===== src/hdl/sso_pkg.sv =====
// shared constants, register codes and the sine table generator for the
// servo sine oscillator with slew limiting; no dependencies
package sso_pkg;

    // timing and table sizing
    localparam int unsigned SAMPLE_PERIOD_MS = 30;
    localparam int unsigned SINE_TABLE_DEPTH = 256;

    // item kinds on tuser
    localparam logic OP_TICK   = 1'b0;
    localparam logic OP_DIRECT = 1'b1;

    // configuration register indexes
    localparam logic [2:0] REG_PHASE_STEP    = 3'd0;
    localparam logic [2:0] REG_AMPLITUDE     = 3'd1;
    localparam logic [2:0] REG_CENTER_OFFSET = 3'd2;
    localparam logic [2:0] REG_PHASE_START   = 3'd3;
    localparam logic [2:0] REG_REVERSE       = 3'd4;
    localparam logic [2:0] REG_HALTED        = 3'd5;
    localparam logic [2:0] REG_RATE_LIMIT    = 3'd6;
    localparam logic [2:0] REG_TRIM          = 3'd7;

    // register reset values
    localparam logic [14:0] PHASE_STEP_RST = 15'd983;
    localparam logic [6:0]  AMPLITUDE_RST  = 7'd45;

    // angle constants
    localparam logic signed [10:0] ANGLE_CENTER = 11'sd90;
    localparam logic signed [10:0] ANGLE_MAX    = 11'sd180;
    localparam logic signed [9:0]  ANGLE_RST    = 10'sd90;

    // step = elapsed * rate / 1000, done as a reciprocal multiply; product is
    // capped first so the quotient fits 10 bits and stays exact
    localparam logic [19:0] SLEW_PROD_CAP = 20'd1023999;
    localparam logic [30:0] RECIP_1000    = 31'd1099511628;
    localparam int unsigned RECIP_SHIFT   = 40;

    // series constants in Q30
    localparam logic [63:0] HALF_PI_Q30 = 64'd1686629713;
    localparam logic [63:0] ONE_Q30     = 64'd1073741824;

    // one sine table entry in Q1.15 from quadrant and in-quadrant angle x (Q30)
    function automatic logic signed [15:0] sine_q15(input logic [1:0] quad,
                                                    input logic [63:0] x);
        logic [63:0]        x2;
        logic [63:0]        t;
        logic [63:0]        pt;
        logic signed [63:0] acc;
        logic [63:0]        mag;
        x2  = (x * x) >> 30;
        t   = quad[0] ? ONE_Q30 : x;
        acc = 64'sd0;
        for (int k = 0; k < 7; k++)
        begin
            if (k % 2 == 1)
                acc = acc - $signed(t);
            else
                acc = acc + $signed(t);
            pt = (t * x2) >> 30;
            if (quad[0])
            begin
                case (k)
                    0: t = pt / 2;
                    1: t = pt / 12;
                    2: t = pt / 30;
                    3: t = pt / 56;
                    4: t = pt / 90;
                    5: t = pt / 132;
                    default: t = pt / 182;
                endcase
            end
            else
            begin
                case (k)
                    0: t = pt / 6;
                    1: t = pt / 20;
                    2: t = pt / 42;
                    3: t = pt / 72;
                    4: t = pt / 110;
                    5: t = pt / 156;
                    default: t = pt / 210;
                endcase
            end
        end
        if (acc < 0)
            acc = 64'sd0;
        if (acc > $signed(ONE_Q30))
            acc = $signed(ONE_Q30);
        mag = ($unsigned(acc) * 64'd32767 + 64'd536870912) >> 30;
        return quad[1] ? -$signed(mag[15:0]) : $signed(mag[15:0]);
    endfunction

endpackage


===== src/hdl/servo_sine_oscillator_slew.sv =====
// servo angle generator: phase accumulator sine oscillator, slew limiter,
// trim and clamp in a five-stage pipeline; depends on sso_pkg
// an item passes from the input register through stages 1 to 5 into the output
// register; ticks that are not due, or due while halted, give no result
// throughput: one item per cycle; a result held at the output stalls the pipeline
// reset: asynchronous active low; registers to defaults, phase 0, angle 90
module servo_sine_oscillator_slew
    import sso_pkg::*;
#(
    parameter int unsigned SINE_DEPTH = SINE_TABLE_DEPTH
)
(
    input  logic        clk,
    input  logic        rst_n,
    // input items
    input  logic        s_tvalid,
    output logic        s_tready,
    input  logic [47:0] s_tdata,   // now_ms [31:0], position [41:32], zero [47:42]
    input  logic        s_tuser,   // operation
    // result items
    output logic        m_tvalid,
    input  logic        m_tready,
    output logic [7:0]  m_tdata,   // servo_angle [7:0]
    // configuration writes
    input  logic        cfg_valid,
    output logic        cfg_ready,
    input  logic [2:0]  cfg_index,
    input  logic [15:0] cfg_data
);

    localparam int unsigned IDX_W  = $clog2(SINE_DEPTH);
    localparam int unsigned MULT_W = 16 + $clog2(SINE_DEPTH + 1);

    // configuration registers
    logic [14:0]       phase_step_reg;
    logic [6:0]        amplitude_reg;
    logic signed [7:0] center_offset_reg;
    logic [15:0]       phase_start_reg;
    logic              reverse_reg;
    logic              halted_reg;
    logic [9:0]        rate_limit_reg;
    logic signed [7:0] trim_reg;

    // state
    logic [15:0]       phase_reg;
    logic [31:0]       last_sample_reg;
    logic [31:0]       last_cmd_reg;
    logic signed [9:0] angle_reg;

    // pipeline
    logic              adv;
    logic              in_valid_reg;
    logic              in_op_reg;
    logic [31:0]       in_now_reg;
    logic signed [9:0] in_pos_reg;

    logic              p1_valid_reg;
    logic              p1_direct_reg;
    logic [31:0]       p1_now_reg;
    logic signed [9:0] p1_pos_reg;
    logic [IDX_W-1:0]  p1_idx_reg;

    logic               p2_valid_reg;
    logic               p2_direct_reg;
    logic [31:0]        p2_now_reg;
    logic signed [9:0]  p2_pos_reg;
    logic signed [23:0] p2_prod_reg;

    logic              p3_valid_reg;
    logic signed [9:0] p3_target_reg;
    logic [25:0]       p3_slew_reg;

    logic              p4_valid_reg;
    logic signed [9:0] p4_target_reg;
    logic [9:0]        p4_step_reg;

    logic              m_tvalid_reg;
    logic [7:0]        m_tdata_reg;

    // sine table, built at elaboration
    logic signed [15:0] sine_lut [SINE_DEPTH];

    for (genvar g = 0; g < SINE_DEPTH; g++)
    begin : g_sine
        localparam logic [63:0] N4   = 64'(g) * 64'd4;
        localparam logic [63:0] QUAD = (N4 / SINE_DEPTH) % 4;
        localparam logic [63:0] R    = N4 % SINE_DEPTH;
        localparam logic [63:0] X    = R * HALF_PI_Q30 / SINE_DEPTH;
        assign sine_lut[g] = sine_q15(QUAD[1:0], X);
    end

    assign adv       = !m_tvalid_reg || m_tready;
    assign s_tready  = adv;
    assign cfg_ready = 1'b1;
    assign m_tvalid  = m_tvalid_reg;
    assign m_tdata   = m_tdata_reg;

    // configuration port
    always_ff @(posedge clk or negedge rst_n)
    begin
        if (!rst_n)
        begin
            phase_step_reg    <= PHASE_STEP_RST;
            amplitude_reg     <= AMPLITUDE_RST;
            center_offset_reg <= '0;
            phase_start_reg   <= '0;
            reverse_reg       <= 1'b0;
            halted_reg        <= 1'b0;
            rate_limit_reg    <= '0;
            trim_reg          <= '0;
        end
        else if (cfg_valid)
        begin
            case (cfg_index)
                REG_PHASE_STEP:    phase_step_reg    <= cfg_data[14:0];
                REG_AMPLITUDE:     amplitude_reg     <= cfg_data[6:0];
                REG_CENTER_OFFSET: center_offset_reg <= $signed(cfg_data[7:0]);
                REG_PHASE_START:   phase_start_reg   <= cfg_data;
                REG_REVERSE:       reverse_reg       <= cfg_data[0];
                REG_HALTED:        halted_reg        <= cfg_data[0];
                REG_RATE_LIMIT:    rate_limit_reg    <= cfg_data[9:0];
                REG_TRIM:          trim_reg          <= $signed(cfg_data[7:0]);
                default: ;
            endcase
        end
    end

    // stage 1: period check, phase advance, table index
    logic [31:0]       since_sample;
    logic              due;
    logic [15:0]       phase_sum;
    logic [MULT_W-1:0] idx_prod;
    logic [IDX_W-1:0]  idx_next;

    always_comb
    begin
        since_sample = in_now_reg - last_sample_reg;
        due          = since_sample > 32'(SAMPLE_PERIOD_MS);
        phase_sum    = phase_reg + phase_start_reg;
        idx_prod     = MULT_W'(phase_sum) * MULT_W'(SINE_DEPTH);
        idx_next     = idx_prod[16 +: IDX_W];
    end

    // stage 3: rounding, offset, direction, centering; slew product
    logic [22:0]        prod_abs;
    logic [22:0]        prod_rnd;
    logic signed [10:0] osc_val;
    logic signed [10:0] osc_target;
    logic signed [9:0]  target_next;
    logic [31:0]        elapsed;
    logic [15:0]        elapsed_sat;

    always_comb
    begin
        prod_abs = p2_prod_reg[23] ? 23'(-p2_prod_reg) : p2_prod_reg[22:0];
        prod_rnd = (prod_abs + 23'd16384) >> 15;
        osc_val  = p2_prod_reg[23] ? -$signed({3'b000, prod_rnd[7:0]})
                                   : $signed({3'b000, prod_rnd[7:0]});
        osc_val  = osc_val + 11'(center_offset_reg);
        if (reverse_reg)
            osc_val = -osc_val;
        osc_target  = osc_val + ANGLE_CENTER;
        target_next = p2_direct_reg ? p2_pos_reg : osc_target[9:0];
        elapsed     = p2_now_reg - last_cmd_reg;
        elapsed_sat = (|elapsed[31:16]) ? 16'hFFFF : elapsed[15:0];
    end

    // stage 4: step = max(1, min(product, SLEW_PROD_CAP) / 1000)
    logic [19:0] slew_cap;
    logic [50:0] recip_prod;
    logic [9:0]  quot;

    always_comb
    begin
        slew_cap   = (p3_slew_reg > 26'(SLEW_PROD_CAP)) ? SLEW_PROD_CAP : p3_slew_reg[19:0];
        recip_prod = 51'(slew_cap) * 51'(RECIP_1000);
        quot       = recip_prod[RECIP_SHIFT +: 10];
    end

    // stage 5: slew toward target, trim, clamp
    logic signed [10:0] diff;
    logic [10:0]        diff_abs;
    logic signed [10:0] moved;
    logic signed [9:0]  angle_next;
    logic signed [10:0] trimmed;
    logic [7:0]         angle_out;

    always_comb
    begin
        diff     = 11'(p4_target_reg) - 11'(angle_reg);
        diff_abs = diff[10] ? 11'(-diff) : diff;
        moved    = diff[10] ? 11'(angle_reg) - $signed({1'b0, p4_step_reg})
                            : 11'(angle_reg) + $signed({1'b0, p4_step_reg});
        if ((rate_limit_reg != '0) && (diff_abs > {1'b0, p4_step_reg}))
            angle_next = moved[9:0];
        else
            angle_next = p4_target_reg;
        trimmed = 11'(angle_next) + 11'(trim_reg);
        if (trimmed < 0)
            angle_out = 8'd0;
        else if (trimmed > ANGLE_MAX)
            angle_out = 8'(ANGLE_MAX);
        else
            angle_out = trimmed[7:0];
    end

    // control and state
    always_ff @(posedge clk or negedge rst_n)
    begin
        if (!rst_n)
        begin
            in_valid_reg    <= 1'b0;
            p1_valid_reg    <= 1'b0;
            p2_valid_reg    <= 1'b0;
            p3_valid_reg    <= 1'b0;
            p4_valid_reg    <= 1'b0;
            m_tvalid_reg    <= 1'b0;
            phase_reg       <= '0;
            last_sample_reg <= '0;
            last_cmd_reg    <= '0;
            angle_reg       <= ANGLE_RST;
        end
        else if (adv)
        begin
            in_valid_reg <= s_tvalid;
            // only items that write a target go past stage 1
            p1_valid_reg <= in_valid_reg &&
                            ((in_op_reg == OP_DIRECT) || (due && !halted_reg));
            p2_valid_reg <= p1_valid_reg;
            p3_valid_reg <= p2_valid_reg;
            p4_valid_reg <= p3_valid_reg;
            m_tvalid_reg <= p4_valid_reg;
            if (in_valid_reg && (in_op_reg == OP_TICK) && due)
            begin
                last_sample_reg <= in_now_reg;
                phase_reg       <= phase_reg + 16'(phase_step_reg);
            end
            if (p2_valid_reg)
                last_cmd_reg <= p2_now_reg;
            if (p4_valid_reg)
                angle_reg <= angle_next;
        end
    end

    // payload
    always_ff @(posedge clk)
    begin
        if (adv)
        begin
            in_op_reg  <= s_tuser;
            in_now_reg <= s_tdata[31:0];
            in_pos_reg <= $signed(s_tdata[41:32]);

            p1_direct_reg <= (in_op_reg == OP_DIRECT);
            p1_now_reg    <= in_now_reg;
            p1_pos_reg    <= in_pos_reg;
            p1_idx_reg    <= idx_next;

            p2_direct_reg <= p1_direct_reg;
            p2_now_reg    <= p1_now_reg;
            p2_pos_reg    <= p1_pos_reg;
            p2_prod_reg   <= $signed({1'b0, amplitude_reg}) * sine_lut[p1_idx_reg];

            p3_target_reg <= target_next;
            p3_slew_reg   <= 26'(elapsed_sat) * 26'(rate_limit_reg);

            p4_target_reg <= p3_target_reg;
            p4_step_reg   <= (quot == '0) ? 10'd1 : quot;

            m_tdata_reg <= angle_out;
        end
    end

endmodule


===== config.mk =====
export PLATFORM = sky130hd
export DESIGN_NAME = servo_sine_oscillator_slew
export DESIGN_NICKNAME = d
export VERILOG_FILES = /design/src/hdl/sso_pkg.sv /design/src/hdl/servo_sine_oscillator_slew.sv
export SDC_FILE = /design/constraint.sdc
export NUM_CORES = 2
export LEC_CHECK = 0
export BUFFER_PORTS_ARGS = -buffer_cell sky130_fd_sc_hd__buf_4
export CORE_MARGIN = 2
export CORE_UTILIZATION = 60
export DETAILED_ROUTE_END_ITERATION = 10
export HOLD_SLACK_MARGIN = 0.03
export PLACE_DENSITY = 0.74
export SLEW_MARGIN = 25
export SYNTH_ARGS = -nofsm -noshare
export SYNTH_HDL_FRONTEND = slang
export SYNTH_SLANG_ARGS = --single-unit

===== constraint.sdc =====
create_clock -name clk -period 15.74 [get_ports clk]
set_clock_uncertainty 0.15 [all_clocks]
set_input_delay 3.935 -clock clk [delete_from_list [all_inputs] [get_ports clk]]
set_output_delay 3.935 -clock clk [all_outputs]
set_load 0.02 [all_outputs]

==> metrics.log <==
[metrics] cell area after layout: roughly 46000 um2
[metrics] Synth cell types: 90
[metrics] netlist area before placement: approximately 43000 um2
[metrics] critical-path maximum fanout: ~110
[metrics] number of cell rows: 98
[metrics] placed wire-length estimate after detailed placement: about 80 mm
[metrics] effective utilization at floorplan: 60.5%
[metrics] clk root buf: sky130_fd_sc_hd__clkbuf_16
[metrics] via-per-instance ratio: slightly above 6
[metrics] number of buffers inserted by port buffering: 76
[metrics] worst stage delay on the critical path: roughly 870 ps
[metrics] Bufs and invs on worst path: 6
[metrics] layout overhead on the synthesized area: 6.75%
[metrics] Slew Limit Fails: 0
[metrics] share of Yosys cell area claimed by the top area cell type: around 17%
[metrics] post-synthesis async set-or-reset flop share: a little over two fifths
[metrics] largest cells by area after synthesis: sky130_fd_sc_hd__fa_1, sky130_fd_sc_hd__edfxtp_1, sky130_fd_sc_hd__ha_1
[metrics] Most common cell on crit path: sky130_fd_sc_hd__fa_1
[metrics] horizontal die dimension: around 270 um
[metrics] maximum number of pins on one net before global-route repair: between 150 and 200
[metrics] clock sink total: 387
[metrics] CTS Buffer Depth: 3
[metrics] CP Capture Type: register
[metrics] routing usage on met2: 47.3%
[metrics] Setup WS pre-CTS: between 5000 and 6000 ps
[metrics] fraction of the yosys area taken by sequential cells: roughly a quarter
[metrics] clock tree from TritonCTS: yes
[metrics] CTS H-tree lvls: 2
[metrics] post-CTS setup-driven buffer insertion count: 0
[metrics] number of warnings reported in the yosys synthesis log: 0
[metrics] run status: completed
[metrics] worst path setup slack after routing: about 5400 ps
[metrics] highest-delay cell along the critical path: sky130_fd_sc_hd__buf_4
[metrics] Data arrival, critical path: roughly 11000 ps
[metrics] first drt pass iteration count: 8
[metrics] total of cells resized after clock tree synthesis: 0
[metrics] placed instance count: around 5400
[metrics] Reg clk slew, reported paths: approximately 60 ps
[metrics] final critical-path required period: between 10000 and 15000 ps
[metrics] Overflow after GRT: 0
[metrics] startpoint-to-endpoint class of the critical path: register to register
[metrics] total negative slack: 0 ps
[metrics] busiest layer in global routing: met2
[metrics] Slew @ Worst Pin: 1190 ps
[metrics] hold bufs inserted after CTS: 0
[metrics] Top FF cell, synth: sky130_fd_sc_hd__edfxtp_1
[metrics] setup repair after global routing missed its margin: no
[metrics] library cell with the largest summed area after synthesis: sky130_fd_sc_hd__fa_1
[metrics] Final ANT Viol Nets: 0
[metrics] total routing usage reported by global routing: 29.1%
[metrics] final-layout fill cell count: just under 6000
[metrics] Max Clk Rate: a little under 0.1 GHz
[metrics] required time reported for the critical path endpoint: ~16000 ps
[metrics] Syn Inst Count: approximately 4500
[metrics] wire length of the first global-routing pass: around 170 mm
[metrics] Slew Limit Headroom: around 19%
[metrics] mean post-synth cell area: roughly 9.6 um2
[metrics] final weighted congestion in routability-driven placement: a little over 1
[metrics] Global Route met1 Usage: between 40% and 50%
[metrics] total DRC errors in the routed layout: 0
[metrics] element type at the critical path start: register
[metrics] area inside the core boundary: ~71000 um2
[metrics] source-to-sink clock delay at the later pin of the worst-skew pair: 570 ps
[metrics] Total Nets Final: approximately 5400
[metrics] dominant cell by count in the synthesized netlist: sky130_fd_sc_hd__inv_1
[metrics] number of buffers created by CTS: 44
[metrics] Fin. Hold Viols: 0
[metrics] detailed-route wire length: 107 mm
[metrics] met3 GRT Util: about 4.5%
[metrics] via total after detailed routing: 33223
[metrics] total cell area at the placement stage: roughly 44000 um2
[metrics] share of post-route cells with drive strength above 1: 9.01%
[metrics] cell family with the largest share of critical-path delay: compound AO/OA/AOI/OAI gates
[metrics] Synth Net Count: 5427
[metrics] number of I/O pins: 84
[metrics] post-DR wirelength/cell: about 20 um
[metrics] leading cell types by count after synthesis: sky130_fd_sc_hd__inv_1, sky130_fd_sc_hd__ha_1, sky130_fd_sc_hd__fa_1, sky130_fd_sc_hd__nor2_1, sky130_fd_sc_hd__a21oi_1
[metrics] Final setup viols: 0
[metrics] reported max-cap violation count: 0
[metrics] Hold Crit Class: register to register
[metrics] antenna violations before repair: 4
[metrics] number of enable-type register cells in the synthesized netlist: roughly 230
[metrics] Non-Filler Instances: 5444
[metrics] number of global-route vias before repair: around 33000
[metrics] number of design-rule violations left by the first detailed-router iteration: between 3000 and 4000
[metrics] portion of the clock cycle consumed by the worst path in the final layout: between 60% and 70%
[metrics] die footprint: 74000 um2
[metrics] overall die height: between 200 and 300 um
[metrics] #FFs+latches synth: approximately 390
-- metrics by stage --
stage / hold slack, ps / utilization [%]
floorplan: 250 / -
global placement: 250 / 62.3
detailed placement: 255 / 62.3
CTS: 266 / 64.5
global route: 272 / 64.6
finish: 265 / 64.6
-- final timing paths --
check | endpoint | slack, ps | start | cells after the start
max in group asynchronous | angle_reg[0] | 10880 | rst_n | 2
max reg2reg | p3_slew_reg[25] | 5380 | last_cmd_reg[1] | 33
min reg2reg | p2_pos_reg[9] | 260 | p1_pos_reg[9] | 0
min in group asynchronous | last_sample_reg[22] | 3300 | rst_n | 1
max | p3_slew_reg[25] | 5380 | last_cmd_reg[1] | 33
min | p2_pos_reg[9] | 260 | p1_pos_reg[9] | 0
-- per-layer routing --
layer  wire length, um  vias to the layer above
li1                  -                    15627
met1             45900                    16003
met2             49100                     1339
met3              8180                      254
met4              3770                        0
met5                 0                        -
-- cell type report --
type | count | area, um2 | share of cell area [%]
clock inverter | 24 | 294 | 0.639
clock buffer | 58 | 1280 | 2.78
tap | 950 | 1190 | 2.58
multi-input combinational | 3249 | 29000 | 63.1
timing repair buffer | 114 | 888 | 1.93
inverter | 661 | 2480 | 5.39
antenna | 1 | 2.50 | 0.00544
sequential | 387 | 10800 | 23.5
-- cell families after synthesis --
logic type	synth area share (%)
XOR/XNOR	3.96
adder cells (fa/ha/maj)	31.2
AND/OR/NAND/NOR	10.4
multiplexers	5.14
buffers and inverters	7.60
other	0.00870
AO/OA/AOI/OAI	16.5
flip-flops	25.1
-- cells in the final DEF, fill, tap and decap left out, drive strengths merged, types with 16 or more instances in the layout --
cell type	n
a211oi	31
a21o	60
a21oi	271
a311oi	19
a31oi	40
and2	39
and3	24
buf	114
clkbuf	58
clkinv	17
dfrtp	146
dfstp	16
edfxtp	225
fa	360
ha	498
inv	660
mux2	156
mux2i	17
nand2	255
nand2b	63
nand3	56
nand4	26
nor2	279
nor2b	45
nor3	64
o211ai	26
o21a	34
o21ai	212
o21bai	20
o22ai	25
o31a	78
o31ai	118
or3	25
xnor2	141
xor2	54
Power is left out: the tool's default activity adds up to more than one toggle a clock period on the data nets, which glitch-free logic cannot reach.
